===== src/design/gtq_pkg.sv =====
package gtq_pkg;

  // Parameter defaults
  localparam int TEAM_COUNT_DEF   = 16;
  localparam int TEAM_DEPTH_DEF   = 64;
  localparam int ELEMENT_BITS_DEF = 20;

  // Fixed field widths of the stream payload
  localparam int ELEMENT_W  = 20;
  localparam int TEAM_ID_W  = 4;
  localparam int MODE_W     = 2;
  localparam int STATUS_W   = 2;
  localparam int OP_W       = 3;
  localparam int IN_DATA_W  = 24;
  localparam int OUT_DATA_W = 24;
  localparam int OUT_USER_W = 3;

  // Input modes
  localparam logic [MODE_W-1:0] MODE_ENQ = 2'd0;
  localparam logic [MODE_W-1:0] MODE_DEQ = 2'd1;
  localparam logic [MODE_W-1:0] MODE_CLR = 2'd2;

  // Result status codes
  localparam logic [STATUS_W-1:0] STATUS_OK    = 2'd0;
  localparam logic [STATUS_W-1:0] STATUS_EMPTY = 2'd1;
  localparam logic [STATUS_W-1:0] STATUS_FULL  = 2'd2;

  // Classified commands handed from front to back
  localparam logic [OP_W-1:0] OP_ENQ = 3'd0;
  localparam logic [OP_W-1:0] OP_DEQ = 3'd1;
  localparam logic [OP_W-1:0] OP_CLR = 3'd2;
  localparam logic [OP_W-1:0] OP_NOP = 3'd3;
  localparam logic [OP_W-1:0] OP_REJ = 3'd4;

  typedef struct packed {
    logic [OP_W-1:0]      op;
    logic [ELEMENT_W-1:0] element;
    logic [TEAM_ID_W-1:0] team;
  } cmd_t;

  typedef struct packed {
    logic [ELEMENT_W-1:0] element;
    logic                 valid;
    logic [STATUS_W-1:0]  status;
  } result_t;

endpackage


===== src/design/gtq_front.sv =====
module gtq_front #(
  parameter int TEAM_COUNT = gtq_pkg::TEAM_COUNT_DEF
) (
  input  logic                           clk,
  input  logic                           rst_n,
  input  logic                           in_valid,
  output logic                           in_ready,
  input  logic [gtq_pkg::MODE_W-1:0]     in_mode,
  input  logic [gtq_pkg::ELEMENT_W-1:0]  in_element,
  input  logic [gtq_pkg::TEAM_ID_W-1:0]  in_team_id,
  input  logic                           init_busy,
  output logic                           cmd_valid,
  input  logic                           cmd_ready,
  output gtq_pkg::cmd_t                  cmd
);

  gtq_pkg::cmd_t   q_r [2];
  logic            wr_r, wr_nxt;
  logic            rd_r, rd_nxt;
  logic [1:0]      cnt_r, cnt_nxt;
  logic            push, pop;
  logic [31:0]     team_ext;
  gtq_pkg::cmd_t   cls;

  assign team_ext = 32'(in_team_id);

  // Classify the beat
  always_comb begin
    cls.element = in_element;
    cls.team    = in_team_id;
    case (in_mode)
      gtq_pkg::MODE_ENQ: cls.op = (team_ext < TEAM_COUNT) ? gtq_pkg::OP_ENQ : gtq_pkg::OP_REJ;
      gtq_pkg::MODE_DEQ: cls.op = gtq_pkg::OP_DEQ;
      gtq_pkg::MODE_CLR: cls.op = gtq_pkg::OP_CLR;
      default:           cls.op = gtq_pkg::OP_NOP;
    endcase
  end

  assign in_ready  = (cnt_r != 2'd2) && !init_busy;
  assign cmd_valid = (cnt_r != 2'd0);
  assign cmd       = q_r[rd_r];
  assign push      = in_valid && in_ready;
  assign pop       = cmd_valid && cmd_ready;

  always_comb begin
    wr_nxt  = push ? ~wr_r : wr_r;
    rd_nxt  = pop ? ~rd_r : rd_r;
    cnt_nxt = cnt_r + 2'(push) - 2'(pop);
  end

  always_ff @(posedge clk) begin
    if (!rst_n) begin
      wr_r  <= 1'b0;
      rd_r  <= 1'b0;
      cnt_r <= 2'd0;
    end else begin
      wr_r  <= wr_nxt;
      rd_r  <= rd_nxt;
      cnt_r <= cnt_nxt;
    end
  end

  always_ff @(posedge clk) begin
    if (push) begin
      q_r[wr_r] <= cls;
    end
  end

endmodule


===== config.mk =====
export PLATFORM = sky130hd
export DESIGN_NAME = gtq_front
export DESIGN_NICKNAME = d
export VERILOG_FILES = /design/src/design/gtq_pkg.sv /design/src/design/gtq_front.sv
export SDC_FILE = /design/constraint.sdc
export NUM_CORES = 1
export LEC_CHECK = 0
export BUFFER_PORTS_ARGS = -buffer_cell sky130_fd_sc_hd__buf_2
export CAP_MARGIN = 40
export CORE_UTILIZATION = 51
export DETAILED_ROUTE_END_ITERATION = 8
export PLACE_DENSITY = 0.78
export RECOVER_POWER = 100
export SLEW_MARGIN = 20
export SYNTH_ARGS = -nofsm -noshare
export SYNTH_HDL_FRONTEND = slang
export SYNTH_SLANG_ARGS = --single-unit

===== constraint.sdc =====
create_clock -name clk -period 2.3 [get_ports clk]
set_clock_uncertainty 0.15 [all_clocks]
set_input_delay 0.345 -clock clk [delete_from_list [all_inputs] [get_ports clk]]
set_output_delay 0.345 -clock clk [all_outputs]
set_load 0.01 [all_outputs]

Word level (Yosys, flattened, before mapping)
Memory sizes are Yosys's and may differ from the RTL's. A register that Yosys moved wholly into a read port is not among the register bits.
Cells that the tools add are included.
{"block": "classes", "eq_ne": 3, "n_mux": 6, "n_lt_le_gt_ge": 1, "n_addsub": 2, "bitwise_logic": 2, "n_reduce_logical": 6}
{"cell": "3-bit one-hot mux with 3 select lines", "n": 1}
{"cell": "4-bit by 5-bit less-than comparator with 1-bit output, second input constant", "n": 1}
{"cell": "1-bit 2-to-1 mux", "n": 4}
{"cell": "1-bit logical AND", "n": 3}
{"cell": "3-bit 2-to-1 mux", "n": 1}
{"cell": "2-bit by 1-bit adder with 2-bit output", "n": 1}
{"cell": "2-bit by 1-bit == test with 1-bit output, second input constant", "n": 1}
{"cell": "2-bit == test, second input constant", "n": 1}
{"cell": "2-bit zero test", "n": 1}
{"cell": "2-bit != test, second input constant", "n": 1}
{"cell": "1-bit inverter", "n": 2}
{"cell": "2-bit nonzero test", "n": 1}
{"cell": "2-bit by 1-bit subtractor with 2-bit output", "n": 1}
{"cell": "1-bit zero test", "n": 1}
{"block": "totals", "ram_bits": 54, "mem_count": 1, "regBits": 4, "wordCells": 24}
{"memory": "q_r", "depth": 2, "word_bits": 27, "read_ports": 1, "rd_ports_with_merged_regs": 1, "write_ports": 1, "line_no": "gtq_front.sv:17", "rtl": "gtq_pkg::cmd_t q_r [2];"}

Depth between registers and ports, before layout
Gate-level depths: netlist (run 1).
{"block": "logic_depth", "ltp_word": 5, "ltp_mapped": 9, "depth_no_buf": 9}

Worst setup path after synthesis (run 1)
Ideal clock, no wire load.
{"block": "synth_path", "kind": "register -> register", "from": "register cnt_r[1]", "to": "memory q_r[1][0] (netlist bit) (enable)", "setup_ps": 385, "setup_slack_ps": 349, "path_buffers": 0, "stages_incl_launch_ff": 4, "synth_period_minus_slack_ps": 1951, "t_arrival_ps": 1416, "cell_sequence": "dfxtp_1 nor2b_4 nor2_1 and3_1"}
{"block": "synth_via", "elab_chain_len": 5}
{"element": "from (decl)", "line_no": "gtq_front.sv:20", "rtl": "logic [1:0] cnt_r, cnt_nxt;"}
{"element": "from (signal assigned)", "line_no": "gtq_front.sv:59", "rtl": "cnt_r <= cnt_nxt;"}
{"element": "2-bit != test", "line_no": "gtq_front.sv:39", "rtl": "assign in_ready = (cnt_r != 2'd2) && !init_busy;"}
{"element": "1-bit logical AND", "line_no": "gtq_front.sv:39"}
{"element": "net in_ready", "line_no": "gtq_front.sv:7", "rtl": "output logic in_ready,"}
{"element": "1-bit logical AND", "line_no": "gtq_front.sv:42", "rtl": "assign push = in_valid && in_ready;"}
{"element": "1-bit 2-to-1 mux", "line_no": "gtq_front.sv:64", "rtl": "if (push) begin"}
{"element": "1-bit 2-to-1 mux (not written as such)", "line_no": "gtq_front.sv:65", "rtl": "q_r[wr_r] <= cls;"}
{"element": "to (decl)", "line_no": "gtq_front.sv:17"}
The timed path passes the listed nets, and every way through them passes these cells.

==> flow_summary.ini, run 1 <==
[routing]
drt_iter0_drc = 52
ant_nets = 0
wl_per_cell_um = 14.64
routed_wl_um = 3441
route.vias.total = 1168
route.detailed.drc = 0
dr.pass1.iters = 4
avgViaCountPerCell = 4.970

[timing]
setup-violations-final = 0
tightestPinTransition_ps = 713.7
finalCritPeriodShare = 0.8805
setup_tns_ps = 0
timing.slew.headroom = 0.5242
setup_slack_ps = 274.9
rsz0062_at_grt = false
drv_slew = 0
finalHoldViolations = 0
fin_crit_ps = 2025
fmax_ghz = 0.4938

[logic_synthesis]
yosys.cell_types.count = 24
synth_xor_area_frac = 0.008154
ys_top_cells_by_area = edfxtp_1 (73%), mux2_1 (14%), dfxtp_1 (4.7%), ha_1 (1.2%), buf_6 (1.0%)
syn_avg_cell_area_um2 = 19.01
synth_seq_cells = 57
synth-simple-area-share = 0.03494
synth_top_family_by_area = multiplexers
synth_top_area_cell = edfxtp_1
ys_warn_count = 0
synth_mux_area_frac = 0.1363
synth-adder-area-share = 0.01165
syn_inst = 113
netlist_area_um2 = 2148
yosysTopAreaCellShare = 0.7268
syn_nets = 146
synth_compound_area_frac = 0.008736
synth_seq_area_share = 0.7734

[power_and_ir_drop]
ir_drop_v = 0.0004700
leakage_nw = 0.9343
p_per_area_nw_per_um2 = 1026

[worst_setup_path]
path_max_fanout = 8
r2r_cells = 4
cp_top_family = buffers and inverters
regToRegEndpoint = q_r[1][5]
rrSetupSlack_ps = 360
cp.arrival_ps = 1530
worstPathCellList = clkbuf_1, mux2_1, clkbuf_1
r2r-start = cnt_r[1]
crit_buf_inv = 2
critPathSlowestCell = mux2_1
criticalPathCategory = flop to primary output
endpoint_kind = primary output
start_kind = flop
path_common_cell = clkbuf_1
worst_ep_required_time_ps = 1800
slowest_delay_ps = 380

[placement]
post_dp_cell_area_um2 = 2509
place.gp.congestion = 0.6213
hpwl_um = 2413
port_buffers = 58
pre_cts_ws_ps = 427.3

[clock_tree]
clkTransAtPathRegs_ps = 60
cts_root_buffer = clkbuf_8
cts_resized = 0
numClockSinks = 57
holdBufCountCts = 0
htreeDepth = 3
cts_tree = done
clockBufferDepth = 2
cts_setup_buffers = 0
clkLatencyLatePin_ps = 320
numCtsBuffers = 9

[cells_and_area]
nNetsFinal = 214
area.growth.synth_to_final_pct = 21.78
final_area_um2 = 2616
multi_input_area_um2 = 425.4
fill_cells = 319
insertedDiodeCount = 0
drive_gt1_frac = 0.1784
seq_area_um2 = 1662

[floorplan]
row_count = 23
die_width_um = 66.90
start_util = 0.5332
chipHeight_um = 66.90
die-area_um2 = 4476
core_um2 = 4029
ios = 60

[hold_path]
worst_hold_startpoint = in_mode[0]
worstHoldEndpoint = q_r[1][24]
hold_depth = 1
hold_path.class = input port to flop

[grt]
antenna_found_initial = 0
grt_first_pass_wirelength_um = 5099
grt_max_degree = 21
grt.overflow.total = 0
grt_util_all_layers = 0.1691
grt_pass1_vias = 1133

[outcome]
status = finished clean

[run]
maxCapViolCount = 0
-- cell usage after synthesis (all sizes together) --
cell	number
dfxtp	5
buf	4
or3	1
o21a	1
and3	1
a21oi	1
nor2b	1
nor2	4
o21ai	1
nand2b	1
mux2	26
nor3	1
nand2	1
or2	1
inv	3
xnor2	1
and2	2
edfxtp	52
conb	1
ha	2
xor2	1
clkbuf	2
-- per-stage QoR --
stage | instances | power, mW | util | hold slack (ps)
5_1_grt | 235 | 2.809 | 0.6494 | 49.91
3_5_place_dp | 220 | 1.941 | 0.6227 | 349.0
6_report | 235 | 2.685 | 0.6494 | 63.16
3_3_place_gp | 220 | 1.917 | 0.6227 | 335.2
4_1_cts | 235 | 2.769 | 0.6658 | 47.66
2_1_floorplan | 113 | 1.716 | - | 293.9
-- metal layers --
| layer | routed length [um] | up-vias | global-route usage |
|---|---|---|---|
| met2 | 1811 | 39 | 0.2917 |
| met5 | 0 | - | 0 |
| met3 | 228 | 7 | 0.04966 |
| met4 | 64 | 0 | 0.1197 |
| met1 | 1337 | 566 | 0.1732 |
| li1 | - | 556 | - |
-- power breakdown --
part	switching (mW)	internal, mW
Combinational	0.330	0.252
Sequential	0.0338	1.24
Clock	0.352	0.477
Total	0.716	1.97
-- flip-flops by register name, summed over array words and instances (netlist names), named ones only --
register	flops
rd_r	1
wr_r	1
cnt_r	2
q_r	52
-- placed cells by master, fill, tap and decap left out, types with 2 or more instances in the layout --
master	netlist	layout
clkinv_1	0	4
ha_1	2	2
buf_2	1	17
dfxtp_1	5	5
buf_4	1	2
clkbuf_1	2	43
mux2_1	26	26
edfxtp_1	52	52
nor2_1	4	4
clkbuf_8	0	9
inv_1	3	3
-- cells by family after synthesis --
family                   Yosys count
adder cells (fa/ha/maj)            2
XOR/XNOR                           2
other                              1
AO/OA/AOI/OAI                      3
AND/OR/NAND/NOR                   13
flip-flops                        57
buffers and inverters              9
multiplexers                      26
-- layout make-up --
cell class | count | area share
clock buffer | 9 | 0.04735
clock inverter | 6 | 0.01913
inverter | 3 | 0.004304
multi-input combinational | 47 | 0.1626
sequential | 57 | 0.6351
tap | 50 | 0.02391
timing repair buffer | 63 | 0.1076
-- worst max-delay path by stage --
| stage | from | to | slack, ps | depth (start not counted) |
|---|---|---|---|---|
| floorplan | cnt_r[1] | q_r[1][0] | 350 | 3 |
| global placement | init_busy | q_r[0][14] | 470 | 5 |
| CTS | flop | cmd[5] | 360 | 3 |
| detailed placement | init_busy | q_r[0][14] | 430 | 5 |
| finish | flop | cmd[10] | 270 | 3 |
| global route | flop | cmd[3] | 160 | 3 |
(Power assumes the default switching activity.)
==> run 2, diff against run 1 <==
ABC_CLOCK_PERIOD_IN_PS = 2300   (was unset)
CORE_UTILIZATION = 53   (was 51)
CTS_BUF_LIST = sky130_fd_sc_hd__clkbuf_2   (was unset)
PLACE_DENSITY = 0.81   (was 0.78)
==> flow_summary.ini, run 2 (synthesis results as in run 1) <==
[outcome]
status = finished clean

[timing]
finalHoldViolations = 0
finalCritPeriodShare = 0.9022
setup-violations-final = 0
setup_tns_ps = 0
rsz0062_at_grt = false
fmax_ghz = 0.4819
drv_slew = 0
tightestPinTransition_ps = 583.7
holdWs_ps = 174.6
timing.slew.headroom = 0.6108
fin_crit_ps = 2075

[clock_tree]
clkLatencyLatePin_ps = 450
cts_resized = 0
numCtsBuffers = 9
clockBufferDepth = 2
cts_root_buffer = clkbuf_2
numClockSinks = 57
htreeDepth = 3
clkTransAtPathRegs_ps = 130
cts_tree = done
cts_setup_buffers = 0

[worst_setup_path]
start_kind = flop
cp.arrival_ps = 1580
rrSetupSlack_ps = 340
regToRegEndpoint = q_r[0][2]
r2r_cells = 4
r2r-start = cnt_r[1]
worst_ep_required_time_ps = 1800
path_max_fanout = 17
endpoint_kind = primary output
criticalPathCategory = flop to primary output

[cells_and_area]
largestRegisters = q_r (52), cnt_r (2)
layout_commonest_cell = edfxtp_1
final_cell_mix = edfxtp_1 (52), clkbuf_1 (48), dlygate4sd3_1 (27), mux2_1 (26), clkbuf_2 (14)
insertedDiodeCount = 0
area.growth.synth_to_final_pct = 29.99
drive_gt1_frac = 0.1449
nNetsFinal = 242
top_register = q_r
fill_cells = 267
largest_register_ffs = 52

[floorplan]
start_util = 0.5697
row_count = 22
chipHeight_um = 65.67
core_um2 = 3771
die-area_um2 = 4312
ios = 60
die_width_um = 65.67

[hold_path]
hold_depth = 4
worstHoldEndpoint = rd_r
hold_path.class = input port to flop
worst_hold_startpoint = cmd_ready

[placement]
place.gp.congestion = 0.7371
port_buffers = 58
hpwl_um = 2566

[power_and_ir_drop]
power_switching_share = 0.2871
p_per_area_nw_per_um2 = 885.6
ir_drop_v = 0.0006583
leakage_nw = 1.012
p_int_mw = 1.763
p_clk_frac = 0.233
comb_power_share = 0.251
p_switching_mw = 0.7102
seq_power_share = 0.516

[grt]
grt.overflow.total = 0
grt_first_pass_wirelength_um = 6175
grt_max_degree = 18
antenna_found_initial = 0
grt_pass1_vias = 1381
grt_util_all_layers = 0.2108

[routing]
wl_per_cell_um = 14.59
route.detailed.drc = 0
route.vias.total = 1264
dr.pass1.iters = 4
ant_nets = 0
avgViaCountPerCell = 4.824
routed_wl_um = 3823
drt_iter0_drc = 62

[run]
maxCapViolCount = 0
[run 2: cell types whose count changed in the layout (fill, tap and decap cells not counted)]
cell and delta:
dlygate4sd3_1 +27, clkbuf_2 +14, clkbuf_8 -9, buf_2 -5
clkbuf_1 +5, buf_4 -2, buf_12 -1, clkbuf_4 +1
clkinv_1 -1
[run 2: final cells by class]
| class | count | area (um^2) | area share |
|---|---|---|---|
| clock buffer | 11 | 55.05 | 0.01971 |
| clock inverter | 5 | 46.29 | 0.01658 |
| inverter | 3 | 11.26 | 0.004032 |
| multi-input combinational | 47 | 425.4 | 0.1523 |
| sequential | 57 | 1662 | 0.5950 |
| tap | 48 | 60.06 | 0.02151 |
| timing repair buffer | 91 | 533.0 | 0.1909 |
[run 2: how the worst max path moves through the flow]
stage                           end  depth (start not counted)
after CTS                   cmd[21]                          3
after floorplan           q_r[1][0]                          3
after global routing        cmd[21]                          3
after global placement     cnt_r[1]                          9
after detailed placement   cnt_r[1]                          9
final                        cmd[7]                          3
[run 2: per-stage QoR]
step / util / cells / total power [mW] / instance area (um^2) / worst slack, ps
2_1_floorplan: - / 113 / 1.716 / 2148 / 348.8
3_3_place_gp: 0.6632 / 219 / 1.912 / 2501 / 554.6
3_5_place_dp: 0.6632 / 219 / 1.946 / 2501 / 437.6
4_1_cts: 0.7618 / 262 / 2.551 / 2873 / 219.1
5_1_grt: 0.7405 / 262 / 2.600 / 2793 / 108.7
6_report: 0.7405 / 262 / 2.473 / 2793 / 224.9
[run 2: what timing repair did]
action                                  4_1_cts  5_1_grt
hold endpoints to repair                     53        0
hold buffers                                 27        0
endpoints found under the setup margin        0        0
[run 2: worst max-delay path, stage by stage, from the launching register on]
cell and delay (ps):
dfxtp_1 350, clkbuf_4 290, mux2_1 350, clkbuf_1 140
[run 2: power groups by stage]
stage | clock network [mW] | registers (mW) | logic, mW
2_1_floorplan | 0 | 1.29 | 0.426
3_3_place_gp | 0 | 1.29 | 0.619
3_5_place_dp | 0 | 1.30 | 0.642
4_1_cts | 0.589 | 1.28 | 0.682
5_1_grt | 0.637 | 1.28 | 0.680
6_report | 0.576 | 1.28 | 0.622
[run 2: per-layer routing]
metal	up-vias	wire, um	GRT usage
met4	0	152	0.1576
li1	612	-	-
met1	593	1555	0.2294
met2	46	1918	0.3482
met5	-	0	0
met3	13	197	0.05729
